<file path="src/rtl/dqne_pkg.sv">
// Package for the DNS question-name extractor.
// Holds payload and queue entry types, parse phases, codes and the QTYPE table.
// No dependencies.
package dqne_pkg;

   localparam int MAX_FRAME_BYTES = 2048;
   localparam int OFF_W           = $clog2(MAX_FRAME_BYTES + 1);

   localparam int QUEUE_DEPTH = 4;
   localparam int QPTR_W      = $clog2(QUEUE_DEPTH);

   // frame offsets, some relative to the IP header length
   localparam logic [OFF_W-1:0] IHL_OFFSET    = OFF_W'(14);
   localparam logic [OFF_W-1:0] ETH_HDR_BYTES = OFF_W'(14);
   localparam logic [OFF_W-1:0] MIN_IP_LEN    = OFF_W'(34);
   localparam logic [OFF_W-1:0] UDP_END_BASE  = OFF_W'(22);
   localparam logic [OFF_W-1:0] FLAGS_BASE    = OFF_W'(24);
   localparam logic [OFF_W-1:0] QD_LAST_HDR   = OFF_W'(33);

   localparam logic [7:0] DOT_CHAR = 8'h2E;

   localparam logic [1:0] KIND_CHAR = 2'd0;
   localparam logic [1:0] KIND_SEP  = 2'd1;
   localparam logic [1:0] KIND_TYPE = 2'd2;
   localparam logic [1:0] KIND_ERR  = 2'd3;

   localparam logic [2:0] ERR_SHORT_ETH = 3'd0;
   localparam logic [2:0] ERR_SHORT_IP  = 3'd1;
   localparam logic [2:0] ERR_IP_OPTS   = 3'd2;
   localparam logic [2:0] ERR_SHORT_UDP = 3'd3;
   localparam logic [2:0] ERR_TRUNC_DNS = 3'd4;

   localparam logic [3:0] TYPE_OTHER = 4'd15;
   localparam int         NUM_KNOWN  = 15;
   localparam logic [7:0] KNOWN_TYPES [NUM_KNOWN] = '{
      8'd1, 8'd2, 8'd5, 8'd6, 8'd12, 8'd15, 8'd16, 8'd28,
      8'd43, 8'd46, 8'd48, 8'd50, 8'd51, 8'd99, 8'd250
   };

   typedef enum logic [2:0] {
      PH_HEADERS,
      PH_LEN,
      PH_CHARS,
      PH_QHI,
      PH_QLO,
      PH_DONE,
      PH_SILENT
   } phase_type;

   typedef struct packed {
      logic [7:0] data_byte;
      logic       last_byte;
   } req_item_type;

   typedef struct packed {
      logic [1:0] kind;
      logic [7:0] name_char;
      logic [7:0] qtype_low;
      logic [3:0] type_index;
      logic [2:0] error_code;
      logic       end_of_record;
   } rsp_item_type;

   typedef struct packed {
      logic       has_main;
      logic [1:0] main_kind;
      logic [7:0] data;
      logic       has_err;
      logic [2:0] err_code;
   } qe_type;

   function automatic logic [3:0] classify(input logic [7:0] v);
      logic [3:0] idx;
      idx = TYPE_OTHER;
      for (int i = NUM_KNOWN - 1; i >= 0; i--) begin
         if (KNOWN_TYPES[i] == v) begin
            idx = 4'(i);
         end
      end
      return idx;
   endfunction

endpackage

</file>
<file path="src/rtl/dqne_front.sv">
// Front end: walks the frame headers and question name, one byte per cycle while the queue is not full.
// Emits one queue entry per byte that yields results. Uses dqne_pkg.
module dqne_front (
   input  logic                  clock,
   input  logic                  reset,
   input  logic                  req_valid,
   output logic                  req_ready,
   input  dqne_pkg::req_item_type req_item,
   output logic                  push,
   output dqne_pkg::qe_type      push_entry,
   input  logic                  queue_full
);

   dqne_pkg::phase_type             phase_ff, phase_cur;
   logic [dqne_pkg::OFF_W-1:0]      off_ff, off_in;
   logic [5:0]                      ihl_ff, ihl_cur;
   logic [7:0]                      lrem_ff, lrem_cur;
   logic                            isq_ff, isq_cur;
   logic                            first_ff, first_cur;
   logic [dqne_pkg::OFF_W-1:0]      ihl_ext;
   logic [dqne_pkg::OFF_W-1:0]      len;
   logic [7:0]                      b;
   logic                            acc;

   assign req_ready = !queue_full;
   assign acc       = req_valid && req_ready;
   assign b         = req_item.data_byte;
   assign ihl_ext   = dqne_pkg::OFF_W'(ihl_cur);
   assign len       = off_ff + dqne_pkg::OFF_W'(1);

   always_comb begin
      phase_cur  = phase_ff;
      ihl_cur    = ihl_ff;
      lrem_cur   = lrem_ff;
      isq_cur    = isq_ff;
      first_cur  = first_ff;
      push_entry = '0;
      if (phase_ff == dqne_pkg::PH_HEADERS && off_ff == dqne_pkg::IHL_OFFSET) begin
         ihl_cur = {b[3:0], 2'b00};
      end
      unique case (phase_ff)
         dqne_pkg::PH_HEADERS: begin
            if (off_ff == dqne_pkg::FLAGS_BASE + ihl_ext) begin
               isq_cur = !b[7];
               if (b[7]) begin
                  phase_cur = dqne_pkg::PH_SILENT;
               end
            end
            if (phase_cur == dqne_pkg::PH_HEADERS
                && off_ff == dqne_pkg::QD_LAST_HDR + ihl_ext) begin
               phase_cur = dqne_pkg::PH_LEN;
            end
         end
         dqne_pkg::PH_LEN: begin
            if (b == 8'd0) begin
               phase_cur = dqne_pkg::PH_QHI;
            end else begin
               if (!first_ff) begin
                  push_entry.has_main  = 1'b1;
                  push_entry.main_kind = dqne_pkg::KIND_SEP;
               end
               first_cur = 1'b0;
               lrem_cur  = b;
               phase_cur = dqne_pkg::PH_CHARS;
            end
         end
         dqne_pkg::PH_CHARS: begin
            push_entry.has_main  = 1'b1;
            push_entry.main_kind = dqne_pkg::KIND_CHAR;
            push_entry.data      = b;
            lrem_cur             = lrem_ff - 8'd1;
            if (lrem_cur == 8'd0) begin
               phase_cur = dqne_pkg::PH_LEN;
            end
         end
         dqne_pkg::PH_QHI: begin
            phase_cur = dqne_pkg::PH_QLO;
         end
         dqne_pkg::PH_QLO: begin
            push_entry.has_main  = 1'b1;
            push_entry.main_kind = dqne_pkg::KIND_TYPE;
            push_entry.data      = b;
            phase_cur            = dqne_pkg::PH_DONE;
         end
         dqne_pkg::PH_DONE, dqne_pkg::PH_SILENT: begin
         end
         default: begin
         end
      endcase

      if (req_item.last_byte) begin
         push_entry.has_err = 1'b1;
         priority if (len < dqne_pkg::ETH_HDR_BYTES) begin
            push_entry.err_code = dqne_pkg::ERR_SHORT_ETH;
         end else if (len < dqne_pkg::MIN_IP_LEN) begin
            push_entry.err_code = dqne_pkg::ERR_SHORT_IP;
         end else if (len < dqne_pkg::ETH_HDR_BYTES + ihl_ext) begin
            push_entry.err_code = dqne_pkg::ERR_IP_OPTS;
         end else if (len < dqne_pkg::UDP_END_BASE + ihl_ext) begin
            push_entry.err_code = dqne_pkg::ERR_SHORT_UDP;
         end else if (len <= dqne_pkg::FLAGS_BASE + ihl_ext) begin
            push_entry.err_code = dqne_pkg::ERR_TRUNC_DNS;
         end else if (isq_cur && phase_cur != dqne_pkg::PH_DONE) begin
            push_entry.err_code = dqne_pkg::ERR_TRUNC_DNS;
         end else begin
            push_entry.has_err = 1'b0;
         end
      end
   end

   assign push = acc && (push_entry.has_main || push_entry.has_err);

   always_comb begin
      off_in = off_ff;
      if (off_ff < dqne_pkg::OFF_W'(dqne_pkg::MAX_FRAME_BYTES)) begin
         off_in = len;
      end
   end

   always_ff @(posedge clock) begin
      if (reset) begin
         phase_ff <= dqne_pkg::PH_HEADERS;
         off_ff   <= '0;
         ihl_ff   <= '0;
         lrem_ff  <= '0;
         isq_ff   <= 1'b0;
         first_ff <= 1'b1;
      end else if (acc) begin
         if (req_item.last_byte) begin
            phase_ff <= dqne_pkg::PH_HEADERS;
            off_ff   <= '0;
            ihl_ff   <= '0;
            lrem_ff  <= '0;
            isq_ff   <= 1'b0;
            first_ff <= 1'b1;
         end else begin
            phase_ff <= phase_cur;
            off_ff   <= off_in;
            ihl_ff   <= ihl_cur;
            lrem_ff  <= lrem_cur;
            isq_ff   <= isq_cur;
            first_ff <= first_cur;
         end
      end
   end

endmodule

</file>
<file path="src/rtl/dqne_queue.sv">
// Short queue of result entries between the front end and the back end.
// Register-based, QUEUE_DEPTH entries. Uses dqne_pkg.
module dqne_queue (
   input  logic             clock,
   input  logic             reset,
   input  logic             push,
   input  dqne_pkg::qe_type push_entry,
   output logic             full,
   input  logic             pop,
   output logic             head_valid,
   output dqne_pkg::qe_type head_entry
);

   dqne_pkg::qe_type                mem_ff [dqne_pkg::QUEUE_DEPTH];
   logic [dqne_pkg::QPTR_W-1:0]     wr_ptr_ff, rd_ptr_ff;
   logic [dqne_pkg::QPTR_W:0]       count_ff, count_in;

   assign full       = count_ff == (dqne_pkg::QPTR_W + 1)'(dqne_pkg::QUEUE_DEPTH);
   assign head_valid = count_ff != '0;
   assign head_entry = mem_ff[rd_ptr_ff];

   always_comb begin
      count_in = count_ff;
      if (push && !pop) begin
         count_in = count_ff + (dqne_pkg::QPTR_W + 1)'(1);
      end else if (pop && !push) begin
         count_in = count_ff - (dqne_pkg::QPTR_W + 1)'(1);
      end
   end

   always_ff @(posedge clock) begin
      if (push) begin
         mem_ff[wr_ptr_ff] <= push_entry;
      end
   end

   always_ff @(posedge clock) begin
      if (reset) begin
         wr_ptr_ff <= '0;
         rd_ptr_ff <= '0;
         count_ff  <= '0;
      end else begin
         if (push) begin
            wr_ptr_ff <= wr_ptr_ff + dqne_pkg::QPTR_W'(1);
         end
         if (pop) begin
            rd_ptr_ff <= rd_ptr_ff + dqne_pkg::QPTR_W'(1);
         end
         count_ff <= count_in;
      end
   end

endmodule

</file>
<file path="src/rtl/dqne_back.sv">
// Back end: turns each queue entry into one or two result items.
// Formats fields and classifies QTYPE. Uses dqne_pkg.
module dqne_back (
   input  logic                   clock,
   input  logic                   reset,
   input  logic                   head_valid,
   input  dqne_pkg::qe_type       head_entry,
   output logic                   pop,
   output logic                   rsp_valid,
   input  logic                   rsp_ready,
   output dqne_pkg::rsp_item_type rsp_item
);

   logic sub_ff, sub_in;
   logic on_err;
   logic sent;

   assign on_err    = !head_entry.has_main || sub_ff;
   assign rsp_valid = head_valid;
   assign sent      = rsp_valid && rsp_ready;
   assign pop       = sent && (on_err || !head_entry.has_err);

   always_comb begin
      sub_in = sub_ff;
      if (sent) begin
         sub_in = !pop;
      end
   end

   always_comb begin
      rsp_item = '0;
      if (on_err) begin
         rsp_item.kind          = dqne_pkg::KIND_ERR;
         rsp_item.error_code    = head_entry.err_code;
         rsp_item.end_of_record = 1'b1;
      end else begin
         rsp_item.kind = head_entry.main_kind;
         unique case (head_entry.main_kind)
            dqne_pkg::KIND_CHAR: begin
               rsp_item.name_char = head_entry.data;
            end
            dqne_pkg::KIND_SEP: begin
               rsp_item.name_char = dqne_pkg::DOT_CHAR;
            end
            dqne_pkg::KIND_TYPE: begin
               rsp_item.qtype_low     = head_entry.data;
               rsp_item.type_index    = dqne_pkg::classify(head_entry.data);
               rsp_item.end_of_record = 1'b1;
            end
            default: begin
            end
         endcase
      end
   end

   always_ff @(posedge clock) begin
      if (reset) begin
         sub_ff <= 1'b0;
      end else begin
         sub_ff <= sub_in;
      end
   end

endmodule

</file>
<file path="src/rtl/dns_query_name_extractor_unit.sv">
// DNS question-name extractor, top level. Uses dqne_pkg, dqne_front, dqne_queue, dqne_back.
// Result items are registered in the queue before they are offered.
// Throughput: one frame byte per cycle while the queue is not full; a byte with two
// results (name item plus error) needs a second send, absorbed by the 4-entry queue.
// Reset: synchronous; clears the parse state and empties the queue.
module dns_query_name_extractor_unit (
   input  logic                   clock,
   input  logic                   reset,
   input  logic                   req_valid,
   output logic                   req_ready,
   input  dqne_pkg::req_item_type req_item,
   output logic                   rsp_valid,
   input  logic                   rsp_ready,
   output dqne_pkg::rsp_item_type rsp_item
);

   logic             push;
   dqne_pkg::qe_type push_entry;
   logic             queue_full;
   logic             pop;
   logic             head_valid;
   dqne_pkg::qe_type head_entry;

   dqne_front u_front (
      .clock      (clock),
      .reset      (reset),
      .req_valid  (req_valid),
      .req_ready  (req_ready),
      .req_item   (req_item),
      .push       (push),
      .push_entry (push_entry),
      .queue_full (queue_full)
   );

   dqne_queue u_queue (
      .clock      (clock),
      .reset      (reset),
      .push       (push),
      .push_entry (push_entry),
      .full       (queue_full),
      .pop        (pop),
      .head_valid (head_valid),
      .head_entry (head_entry)
   );

   dqne_back u_back (
      .clock      (clock),
      .reset      (reset),
      .head_valid (head_valid),
      .head_entry (head_entry),
      .pop        (pop),
      .rsp_valid  (rsp_valid),
      .rsp_ready  (rsp_ready),
      .rsp_item   (rsp_item)
   );

endmodule

</file>
<file path="config.mk">
export PLATFORM = sky130hd
export DESIGN_NAME = dns_query_name_extractor_unit
export DESIGN_NICKNAME = d
export VERILOG_FILES = /design/src/rtl/dqne_pkg.sv /design/src/rtl/dqne_front.sv /design/src/rtl/dqne_queue.sv /design/src/rtl/dqne_back.sv /design/src/rtl/dns_query_name_extractor_unit.sv
export SDC_FILE = /design/constraint.sdc
export NUM_CORES = 1
export LEC_CHECK = 0
export BUFFER_PORTS_ARGS = -buffer_cell sky130_fd_sc_hd__buf_2
export CORE_UTILIZATION = 60
export CTS_BUF_LIST = sky130_fd_sc_hd__clkbuf_8
export DETAILED_ROUTE_END_ITERATION = 8
export PLACE_DENSITY = 0.8
export SYNTH_ARGS = -nofsm -noshare
export SYNTH_HDL_FRONTEND = slang
export SYNTH_SLANG_ARGS = --single-unit
</file>
<file path="constraint.sdc">
create_clock -name clock -period 6.95 [get_ports clock]
set_input_delay 0.3475 -clock clock [delete_from_list [all_inputs] [get_ports clock]]
set_output_delay 0.3475 -clock clock [all_outputs]
set_load 0.02 [all_outputs]
</file>
---- Word-level counts from Yosys, hierarchy flattened ----
Memories as Yosys holds them, arrays and structs flattened. A register that Yosys moved wholly into a read port is not among the register bits.
Index checks and enable logic that the tools add are counted.
W data, S select, Z words.
storage, ports and cells
  flip-flop bits (word level) ............. 39
  bits in latches ......................... 0
  bits in writable memories ............... 60
  memory bits (read-only) ................. 0
  input bits .............................. 13
  output and inout port bits .............. 28
  logic and storage cells ................. 153
  memories ................................ 1
memory list
  memory          depth  width  read ports  clocked after Yosys merged registers in  write ports  line              text
  u_queue.mem_ff  4      15     1           1                                        1            dqne_queue.sv:14  dqne_pkg::qe_type mem_ff [dqne_pkg::QUEUE_DEPTH];
cells by class
  $add $sub $neg .......................... 10
  multiply operators ...................... 0
  div/mod/pow operators ................... 0
  magnitude comparators ................... 6
  equality and inequality tests ........... 28
  shift operators ......................... 0
  multiplexer cells ....................... 66
  bitwise gates (word level) .............. 0
  reduce and logical (&&, ||, !) cells .... 32
operator list
  cell                     count
  $mux W3                  21
  $eq A6 B8 Y1 const A     5
  $mux W12                 3
  $mux W4                  9
  $pmux W8 S2              2
  $eq A12 B12 Y1           2
  $lt A12 B12 Y1           2
  $mux W8                  3
  $mux W20                 1
  $mux W1                  18
  $eq A3 B8 Y1 const A     2
  $eq A4 B8 Y1 const A     2
  $eq A5 B8 Y1 const A     2
  $logic_not A8 Y1         2
  $pmux W3 S5              1
  $add A5 B6 Y7 const A    2
  $add A12 B1 Y12 const B  1
  $eq A12 B4 Y1 const B    1
  $le A12 B12 Y1           1
  $lt A12 B12 Y1 const B   1
  $lt A12 B4 Y1 const B    1
  $lt A12 B6 Y1 const B    1
  $mux W6                  2
  $mux W2                  5
  other kinds (28)         52

---- Depth between registers and ports, before layout ----
Gate-level depths: netlist of the first run.
  word-level depth ........................ 26
  depth in mapped cells ................... 26
  mapped depth without buffers ............ 26

---- Modules after synthesis ----
Synthesis of the first run repeated with hierarchy kept, for this count alone.
unflattened totals
  cell total of the unflattened synthesis .. 647
  area total of the unflattened synthesis .. 6,351.1 µm²
modules (own cells, without submodules)
  module      instances  cells each  area each (µm²)  seq. area each (µm²)
  dqne_front  1          433         3,150.5          620.6
  dqne_queue  1          122         2,625.0          1,981.9
  dqne_back   1          92          575.6            20.0

---- Worst setup path after synthesis of the first run ----
No wires, ideal clock.
  path type ............................... reg-to-reg
  from .................................... register u_front.off_ff[7] (netlist name)
  to ...................................... register u_queue.count_ff[2] (netlist name)
  library setup time ...................... 0.071 ns
  data arrival time ....................... 5.224 ns
  setup slack ............................. 1.656 ns
  stages on the path, launching flop included .. 24
  path buffers ............................ 1
  period minus slack after synthesis ...... 5.294 ns
  cells stage by stage .................... dfxtp_1 -> or3_4 -> or3_1 -> buf_2 -> nor2_2 -> mux2i_1 -> clkinv_1 -> ha_1 -> a21oi_1 -> xor2_1 -> ha_1 -> o211a_1 -> a221oi_1 -> o21ai_0 -> nand2_1 -> o21ai_0 -> nor2b_1 -> a21oi_4 -> ha_1 -> inv_1 -> fa_1 -> xor2_1 -> or3_1 -> a21oi_1
between the ends
  longest elaborated chain between the ends .. 25
  elaborated cells on any way between the ends .. 39
  classes of those cells .................. add/sub: 5; order compare: 5; eq/ne: 4; mux: 15; reduce/logical: 10
RTL lines
  item                                 line                                 text
  start: declaration                   dqne_front.sv:15                     logic [dqne_pkg::OFF_W-1:0] off_ff, off_in;
  start signal: assignment             dqne_front.sv:138                    off_ff <= off_in;
  $eq A12 B4 Y1                        dqne_front.sv:38                     if (phase_ff == dqne_pkg::PH_HEADERS && off_ff == dqne_pkg::IHL_OFFSET) begin
  $logic_and A1 B1 Y1                  dqne_front.sv:38
  $mux W6                              dqne_front.sv:38
  $add A5 B6 Y7                        dqne_front.sv:43, dqne_front.sv:101
  $eq A12 B12 Y1                       dqne_front.sv:43                     if (off_ff == dqne_pkg::FLAGS_BASE + ihl_ext) begin
  $mux W3                              dqne_front.sv:43
  $mux W3                              dqne_front.sv:41                     unique case (phase_ff)
  $logic_not A3 Y1                     dqne_front.sv:49                     if (phase_cur == dqne_pkg::PH_HEADERS
  [10 not listed]                      -
  $mux W1 (*)                          dqne_front.sv:93                     priority if (len < dqne_pkg::ETH_HDR_BYTES) begin
  $mux W4 (*)                          dqne_front.sv:91                     if (req_item.last_byte) begin
  $logic_or A1 B1 Y1 (*)               dqne_front.sv:111                    assign push = acc && (push_entry.has_main || push_entry.has_err);
  $logic_and A1 B1 Y1 (*)              dqne_front.sv:111
  named net push                       dns_query_name_extractor_unit.sv:17  logic push;
  $logic_not A1 Y1                     dqne_queue.sv:26                     end else if (pop && !push) begin
  $logic_and A1 B1 Y1                  dqne_queue.sv:26
  $reduce_bool A2 Y1 (no source line)  -
  end signal: assignment               dqne_queue.sv:49                     count_ff <= count_in;
  end: declaration                     dqne_queue.sv:16                     logic [dqne_pkg::QPTR_W:0] count_ff, count_in;
The timed path passes the listed nets; every way through them passes the cells marked *. The select of a mux whose other input is x is not followed.
A chain may end at the register's enable or synchronous reset.

---- Worst setup path after layout of the first run ----
  from .................................... register u_front.off_ff[1] (netlist name)
  to ...................................... register u_queue.count_ff[2] (netlist name)
The elaborated chain is that of the path after synthesis.

==> results.md, run 1 <==
* Syn avg cell area at between 9 and 10 um2
* Die W at 104 um
* CTS tree: built
* Mapped Nets at 696
* Layout cells sized above 1 at 0.133
* First-pass GRT wire length at 23300 um
* Post-Route WL at 14300 um
* Leakage at between 2 and 3 nW
* Tot GR Track Use at 0.273
* Most frequent cells in the layout: nor2_1 (79), edfxtp_1 (60), a21oi_1 (49)
* Reg2reg path depth at 23
* IO Port Bufs at 40
* Largest net degree at the start of global routing at 39
* Kind of critical path: reg -> reg
* Status: completed
* Area growth from synthesis to layout at 7.45%
* HPWL Detailed at 10500 um
* Prevailing post-synth register cell: edfxtp_1
* PwrDens at 247 mW/mm2
* Cts hold-fix bufs at 0
* Gate Count Post-Synth at 650
* FILL cells at 799
* Flop2flop setup slack at 930 ps
* Synth Register Bits at 101
* Final setup viols at 0
* IO Count at 41
* Yosys warns at 0
* Peak VDD IR at 0.146 mV
* Clock Sinks at between 100 and 150
* Asr flop ratio synth at 0
* Most common cell after layout, fill and taps aside: nor2_1
* Initial Utilization at 0.630
* Wire length per cell at about 18 um
* Register area at around 0.0026 mm2
* Worst slew pin tran at 1280 ps
* Worst Clk Skew at 10.5 ps
* Clock-pin slew on the worst setup and hold paths at 100 ps
* Clock Latency Late Sink at 370 ps
* Synth cell types at 72
* Final count of hold timing violations at 0
* Critical hold path startpoint: rsp_ready
* Post-CTS setup repair buffer count at 0
* Rows at 36
* CTS H-tree lvls at 3
* DR pass1 iterations at 6
* Via/cell ratio at 6.30
* Startpoint types: register
* Initial antenna violation count at 0
* Multi-input gate area at 0.00334 mm2
* Iteration-0 DRC Markers at 253
* Hold Path Class: in -> reg
* Reg-to-reg endpoint: u_queue.count_ff[2]$_SDFFE_PP0P_
* WP data arrival at 6320 ps
* Setup_tns at 0 ps
* Crit end category: register
* Post-synth EDFFs at 60
* Std-Cell Core Area at 0.00991 mm2
* Tcrit/Tclk final at 0.866
* Final core occ at 0.677
* Max-cap violations at 0
* Reg2reg start: u_front.off_ff[1]$_SDFFE_PP0P_
* Worst slew margin at 0.135
* CTS buffer count at 9
* Unrepaired setup endpoints after global routing: no
* CTS resizes at 0
* Max-slew violation count at 0
* Fmax at between 150 and 200 MHz
* WHS Endpoint: u_back.sub_ff$_SDFFE_PP0P_
* Total vias in the final route at 5062
* Final net count at approximately 700
* Mapped Area at about 0.0062 mm2
* Register area share after synthesis at 0.420
* Max clock buf depth at 2
* Max FO, Critical Path at 11
* Root Buffer: clkbuf_8
* # diodes at 0
* Die height at 104 um
* Min-Delay Path Depth at 3
* Number of routed nets with antenna violations at 0
* Worst Path Required at 7250 ps
* Drc violations at 0
* Die Area at 0.0108 mm2
* Total global routing overflow at 0
* Minimum clock period at 6020 ps
* GPL Wtd Cong at 0.915
* Number of global-route vias before repair at 4868
-- per-stage QoR --
stage	hold slack [ps]	total power [W]	std cells	area [um2]	setup WS (ps)
4_1_cts	276	0.00167	804	6710	1000
5_1_grt	319	0.00174	804	6710	332
3_3_place_gp	448	0.00123	788	6480	1280
3_5_place_dp	453	0.00125	788	6480	1030
6_report	305	0.00166	804	6710	928
2_1_floorplan	434	0.00111	650	6250	1660
-- critical path, stage by stage, from the launching register on --
cell and delay (ps):
dfxtp_1 560, ha_1 220, nor4b_2 210, nand4_1 290, nor2_2 350, mux2i_1 370, clkinv_1 310, ha_1 310
a21oi_1 150, xor2_1 170, ha_1 270, o211a_1 230, a221oi_1 220, o21ai_0 150, nand2_1 140, o21ai_0 170
nor2b_1 220, a21oi_4 250, ha_1 240, inv_1 70, fa_1 440, xor2_1 180, or3_1 300, a21oi_1 130
-- state kept, by name, summed over array words and instances, names as in the netlist, named ones only --
signal / count
u_back.sub_ff: 1
u_front.first_ff: 1
u_front.ihl_ff: 6
u_front.isq_ff: 1
u_front.lrem_ff: 8
u_front.off_ff: 12
u_front.phase_ff: 3
u_queue.count_ff: 3
u_queue.mem_ff: 60
u_queue.rd_ptr_ff: 2
u_queue.wr_ptr_ff: 2
-- how the worst max path moves through the flow --
| stage | endpoint | slack (ps) | cells after the start | startpoint |
|---|---|---|---|---|
| after global routing | u_queue.count_ff[2]$_SDFFE_PP0P_ | 330 | 23 | u_front.off_ff[1]$_SDFFE_PP0P_ |
| after floorplan | u_queue.count_ff[2]$_SDFFE_PP0P_ | 1660 | 23 | u_front.off_ff[7]$_SDFFE_PP0P_ |
| after CTS | u_queue.count_ff[2]$_SDFFE_PP0P_ | 1000 | 23 | u_front.off_ff[1]$_SDFFE_PP0P_ |
| final | u_queue.count_ff[2]$_SDFFE_PP0P_ | 930 | 23 | u_front.off_ff[1]$_SDFFE_PP0P_ |
| after detailed placement | u_queue.count_ff[2]$_SDFFE_PP0P_ | 1030 | 23 | u_front.off_ff[1]$_SDFFE_PP0P_ |
| after global placement | u_queue.count_ff[2]$_SDFFE_PP0P_ | 1280 | 22 | u_front.off_ff[7]$_SDFFE_PP0P_ |
-- layout make-up --
cell class,instances,area share
multi-input cells,478,0.498
flip-flops and latches,101,0.391
repair buffers,43,0.0332
well taps,133,0.0248
clock buffers,11,0.0226
inverters,33,0.0185
clock inverters,5,0.0121
-- cells by family after synthesis --
group | after synthesis | share of synthesized area
and+or+nand+nor | 247 | 0.199
AOI/OAI and AO/OA | 140 | 0.152
DFF | 101 | 0.420
buffers and inverters | 71 | 0.0449
adders and majority gates | 33 | 0.0673
xor gates and xnor gates | 31 | 0.0435
muxes | 27 | 0.0737
-- synth_stat cells, drive strengths merged, types with 11 or more instances --
| master | n | area (um2) |
|---|---|---|
| xnor2 | 16 | 140 |
| nand2 | 44 | 165 |
| dfxtp | 41 | 821 |
| xor2 | 15 | 131 |
| nor3 | 25 | 141 |
| nor2b | 14 | 87.6 |
| o21ai | 26 | 130 |
| inv | 32 | 120 |
| mux4 | 15 | 338 |
| and2 | 19 | 119 |
| nand2b | 13 | 81.3 |
| nand4 | 11 | 68.8 |
| edfxtp | 60 | 1800 |
| ha | 32 | 400 |
| a21oi | 51 | 270 |
| nor2 | 80 | 303 |
| clkbuf | 30 | 116 |
| nand3 | 15 | 80.1 |
-- routing by layer --
metal	global-route usage	vias to the layer above	share of wire
met1	0.313	2420	0.40
met4	0.134	0	0.032
met2	0.484	210	0.51
met3	0.0545	45	0.063
li1	-	2387	-
met5	0	-	0
-- power breakdown --
group,switching [W],leakage (nW),internal (W),total (W)
Clock,0.000200,0.122,0.000224,0.000424
Sequential,0.0000320,0.894,0.000669,0.000701
Combinational,0.000329,1.64,0.000205,0.000534
Total,0.000561,2.66,0.00110,0.00166
No activity file was read; power rests on OpenSTA's default activity.
==> run 2: changes to the inputs <==
--- a/config.mk
+++ b/config.mk
@@ -6,10 +6,10 @@
 export NUM_CORES = 1
 export LEC_CHECK = 0
 export BUFFER_PORTS_ARGS = -buffer_cell sky130_fd_sc_hd__buf_2
-export CORE_UTILIZATION = 60
+export CORE_UTILIZATION = 63
 export CTS_BUF_LIST = sky130_fd_sc_hd__clkbuf_8
 export DETAILED_ROUTE_END_ITERATION = 8
-export PLACE_DENSITY = 0.8
+export PLACE_DENSITY = 0.83
 export SYNTH_ARGS = -nofsm -noshare
 export SYNTH_HDL_FRONTEND = slang
 export SYNTH_SLANG_ARGS = --single-unit
==> results.md, run 2 (same netlist as run 1, synthesis figures left out) <==
* Total global routing overflow at 0
* Worst path top cell family by delay: simple AND/OR/NAND/NOR gates
* WP data arrival at 6290 ps
* Clock-pin slew on the worst setup and hold paths at approximately 100 ps
* First-pass GRT wire length at between 20000 and 25000 um
* HPWL Detailed at around 10000 um
* Die Area at 0.0103 mm2
* GPL Wtd Cong at 0.974
* DR pass1 iterations at 5
* Iteration-0 DRC Markers at 381
* Largest net degree at the start of global routing at 39
* Wire length per cell at 18.1 um
* Fmax at 167 MHz
* WP depth at 23
* Max-cap violations at 0
* Root Buffer: clkbuf_8
* Initial Utilization at 0.663
* Crit path from: u_front.off_ff[1]$_SDFFE_PP0P_
* Register area at 0.00262 mm2
* Routed length on met1 at 6040 um
* Tot GR Track Use at 0.297
* CTS tree: built
* Rows at 35
* Largest regs: u_queue.mem_ff: 60 flops, u_front.off_ff: 12 flops, u_front.lrem_ff: 8 flops
* Worst path most repeated cell: ha_1
* Minimum clock period at 5990 ps
* Uppermost routed layer: met4
* IO Count at 41
* # diodes at 0
* Min-Delay Path Depth at 3
* Initial antenna violation count at 0
* Worst Path Required at 7250 ps
* PwrDens at 239 mW/mm2
* Peak VDD IR at 0.124 mV
* CTS H-tree lvls at 3
* Tcrit/Tclk final at 0.862
* CP Cell Sequence: ha_1, nor4b_2, nand4_1, nor2_2, mux2i_1, clkinv_1, ha_1, a21oi_1, xor2_1, ha_1, o211a_1, a221oi_1, o21ai_0, nand2_1, o21ai_0, nor2b_1, a21oi_4, ha_1, inv_1, fa_1, xor2_1, or3_1, a21oi_1
* CP max-delay cell: dfxtp_1
* Via/cell ratio at 6.25
* Most flop-heavy register: u_queue.mem_ff
* Number of routed nets with antenna violations at 0
* Worst Clk Skew at 15.3 ps
* Flop2flop setup slack at 960 ps
* Multi-input gate area at 0.00334 mm2
* Critical hold path startpoint: rsp_ready
* Post-Route WL at 14500 um
* Kind of critical path: reg -> reg
* Startpoint types: register
* Final setup viols at 0
* Worst path max stage delay at 550 ps
* IO Port Bufs at 40
* Post-CTS setup repair buffer count at 0
* Buf+Inv Stages, Crit Path at 2
* FILL cells at ~740
* Max FO, Critical Path at 11
* Cts hold-fix bufs at 0
* Most common cell after layout, fill and taps aside: nor2_1
* Reg2reg path depth at 23
* Worst slew pin tran at 1300 ps
* Max clock buf depth at 2
* Crit end category: register
* Leakage at 2.62 nW
* Setup_tns at 0 ps
* Reg-to-reg endpoint: u_queue.count_ff[2]$_SDFFE_PP0P_
* Clock Latency Late Sink at 370 ps
* Std-Cell Core Area at 0.00942 mm2
* Status: completed
* Number of global-route vias before repair at 4794
* Layout cells sized above 1 at 0.131
* Die height at a little over 100 um
* Reg2reg start: u_front.off_ff[1]$_SDFFE_PP0P_
* CTS buffer count at 9
* Most frequent cells in the layout: nor2_1 (79), edfxtp_1 (60), a21oi_1 (49)
* Final net count at a little over 700
* Clock Sinks at 101
* Final count of hold timing violations at 0
* Met2 routed WL at 7290 um
* Unrepaired setup endpoints after global routing: no
* Met3 Routed Length at 772 um
* Die W at 102 um
* Area growth from synthesis to layout at 6.45%
* CTS resizes at 0
* Final Power at 0.00159 W
* Max-slew violation count at 0
* Worst slew margin at 0.125
* WHS Endpoint: u_back.sub_ff$_SDFFE_PP0P_
* Drc violations at 0
* Total vias in the final route at about 5000
* Hold Path Class: in -> reg
* Largest register FFs at 60
[run 2: cell count changes in the layout (fill, tap and decap cells not counted), sizes merged]
cell and change:
bufinv -2, clkbuf -2, clkinvlp +2, clkinv +2, buf -1
[run 2: layout make-up]
type	count	share of cell area
multi-input combinational	478	0.503
sequential	101	0.394
timing repair buffer	42	0.0324
tap	129	0.0243
clock buffer	9	0.0186
inverter	33	0.0186
clock inverter	7	0.00884
[run 2: worst reg2reg max path, stage by stage (launching register included)]
cell      delay (ps)
dfxtp_1          550
ha_1             210
nor4b_2          210
nand4_1          290
nor2_2           370
mux2i_1          370
clkinv_1         300
ha_1             290
a21oi_1          160
xor2_1           180
ha_1             260
o211a_1          220
a221oi_1         250
o21ai_0          160
nand2_1          130
o21ai_0          120
nor2b_1          180
a21oi_4          260
ha_1             240
inv_1             80
fa_1             430
xor2_1           180
or3_1            320
a21oi_1          160
[run 2: worst max-delay path by stage]
stage          slack (ps)                          endpoint
2_1_floorplan        1660  u_queue.count_ff[2]$_SDFFE_PP0P_
3_3_place_gp         1310  u_queue.count_ff[2]$_SDFFE_PP0P_
3_5_place_dp         1040  u_queue.count_ff[2]$_SDFFE_PP0P_
4_1_cts              1030  u_queue.count_ff[2]$_SDFFE_PP0P_
5_1_grt               570  u_queue.count_ff[2]$_SDFFE_PP0P_
6_report              960  u_queue.count_ff[2]$_SDFFE_PP0P_
[run 2: power breakdown]
part | total, W | internal [W] | switching, W
combinational | 0.000538 | 0.000205 | 0.000334
sequential | 0.000702 | 0.000669 | 0.0000335
clock | 0.000350 | 0.000136 | 0.000215
[run 2: routing by layer]
metal | track usage | up-vias
li1 | - | 2387
met1 | 0.356 | 2364
met2 | 0.527 | 207
met3 | 0.0497 | 33
met4 | 0.123 | 0
met5 | 0 | -
[run 2: stage by stage]
stage	cells	area [um2]	setup WS [ps]	utilization	hold WS, ps
after global placement	783	6470	1310	0.687	448
after detailed placement	783	6470	1040	0.687	462
after CTS	799	6650	1030	0.706	294
after floorplan	650	6250	1660	-	434
after global routing	799	6650	568	0.706	323
final	799	6650	960	0.706	298
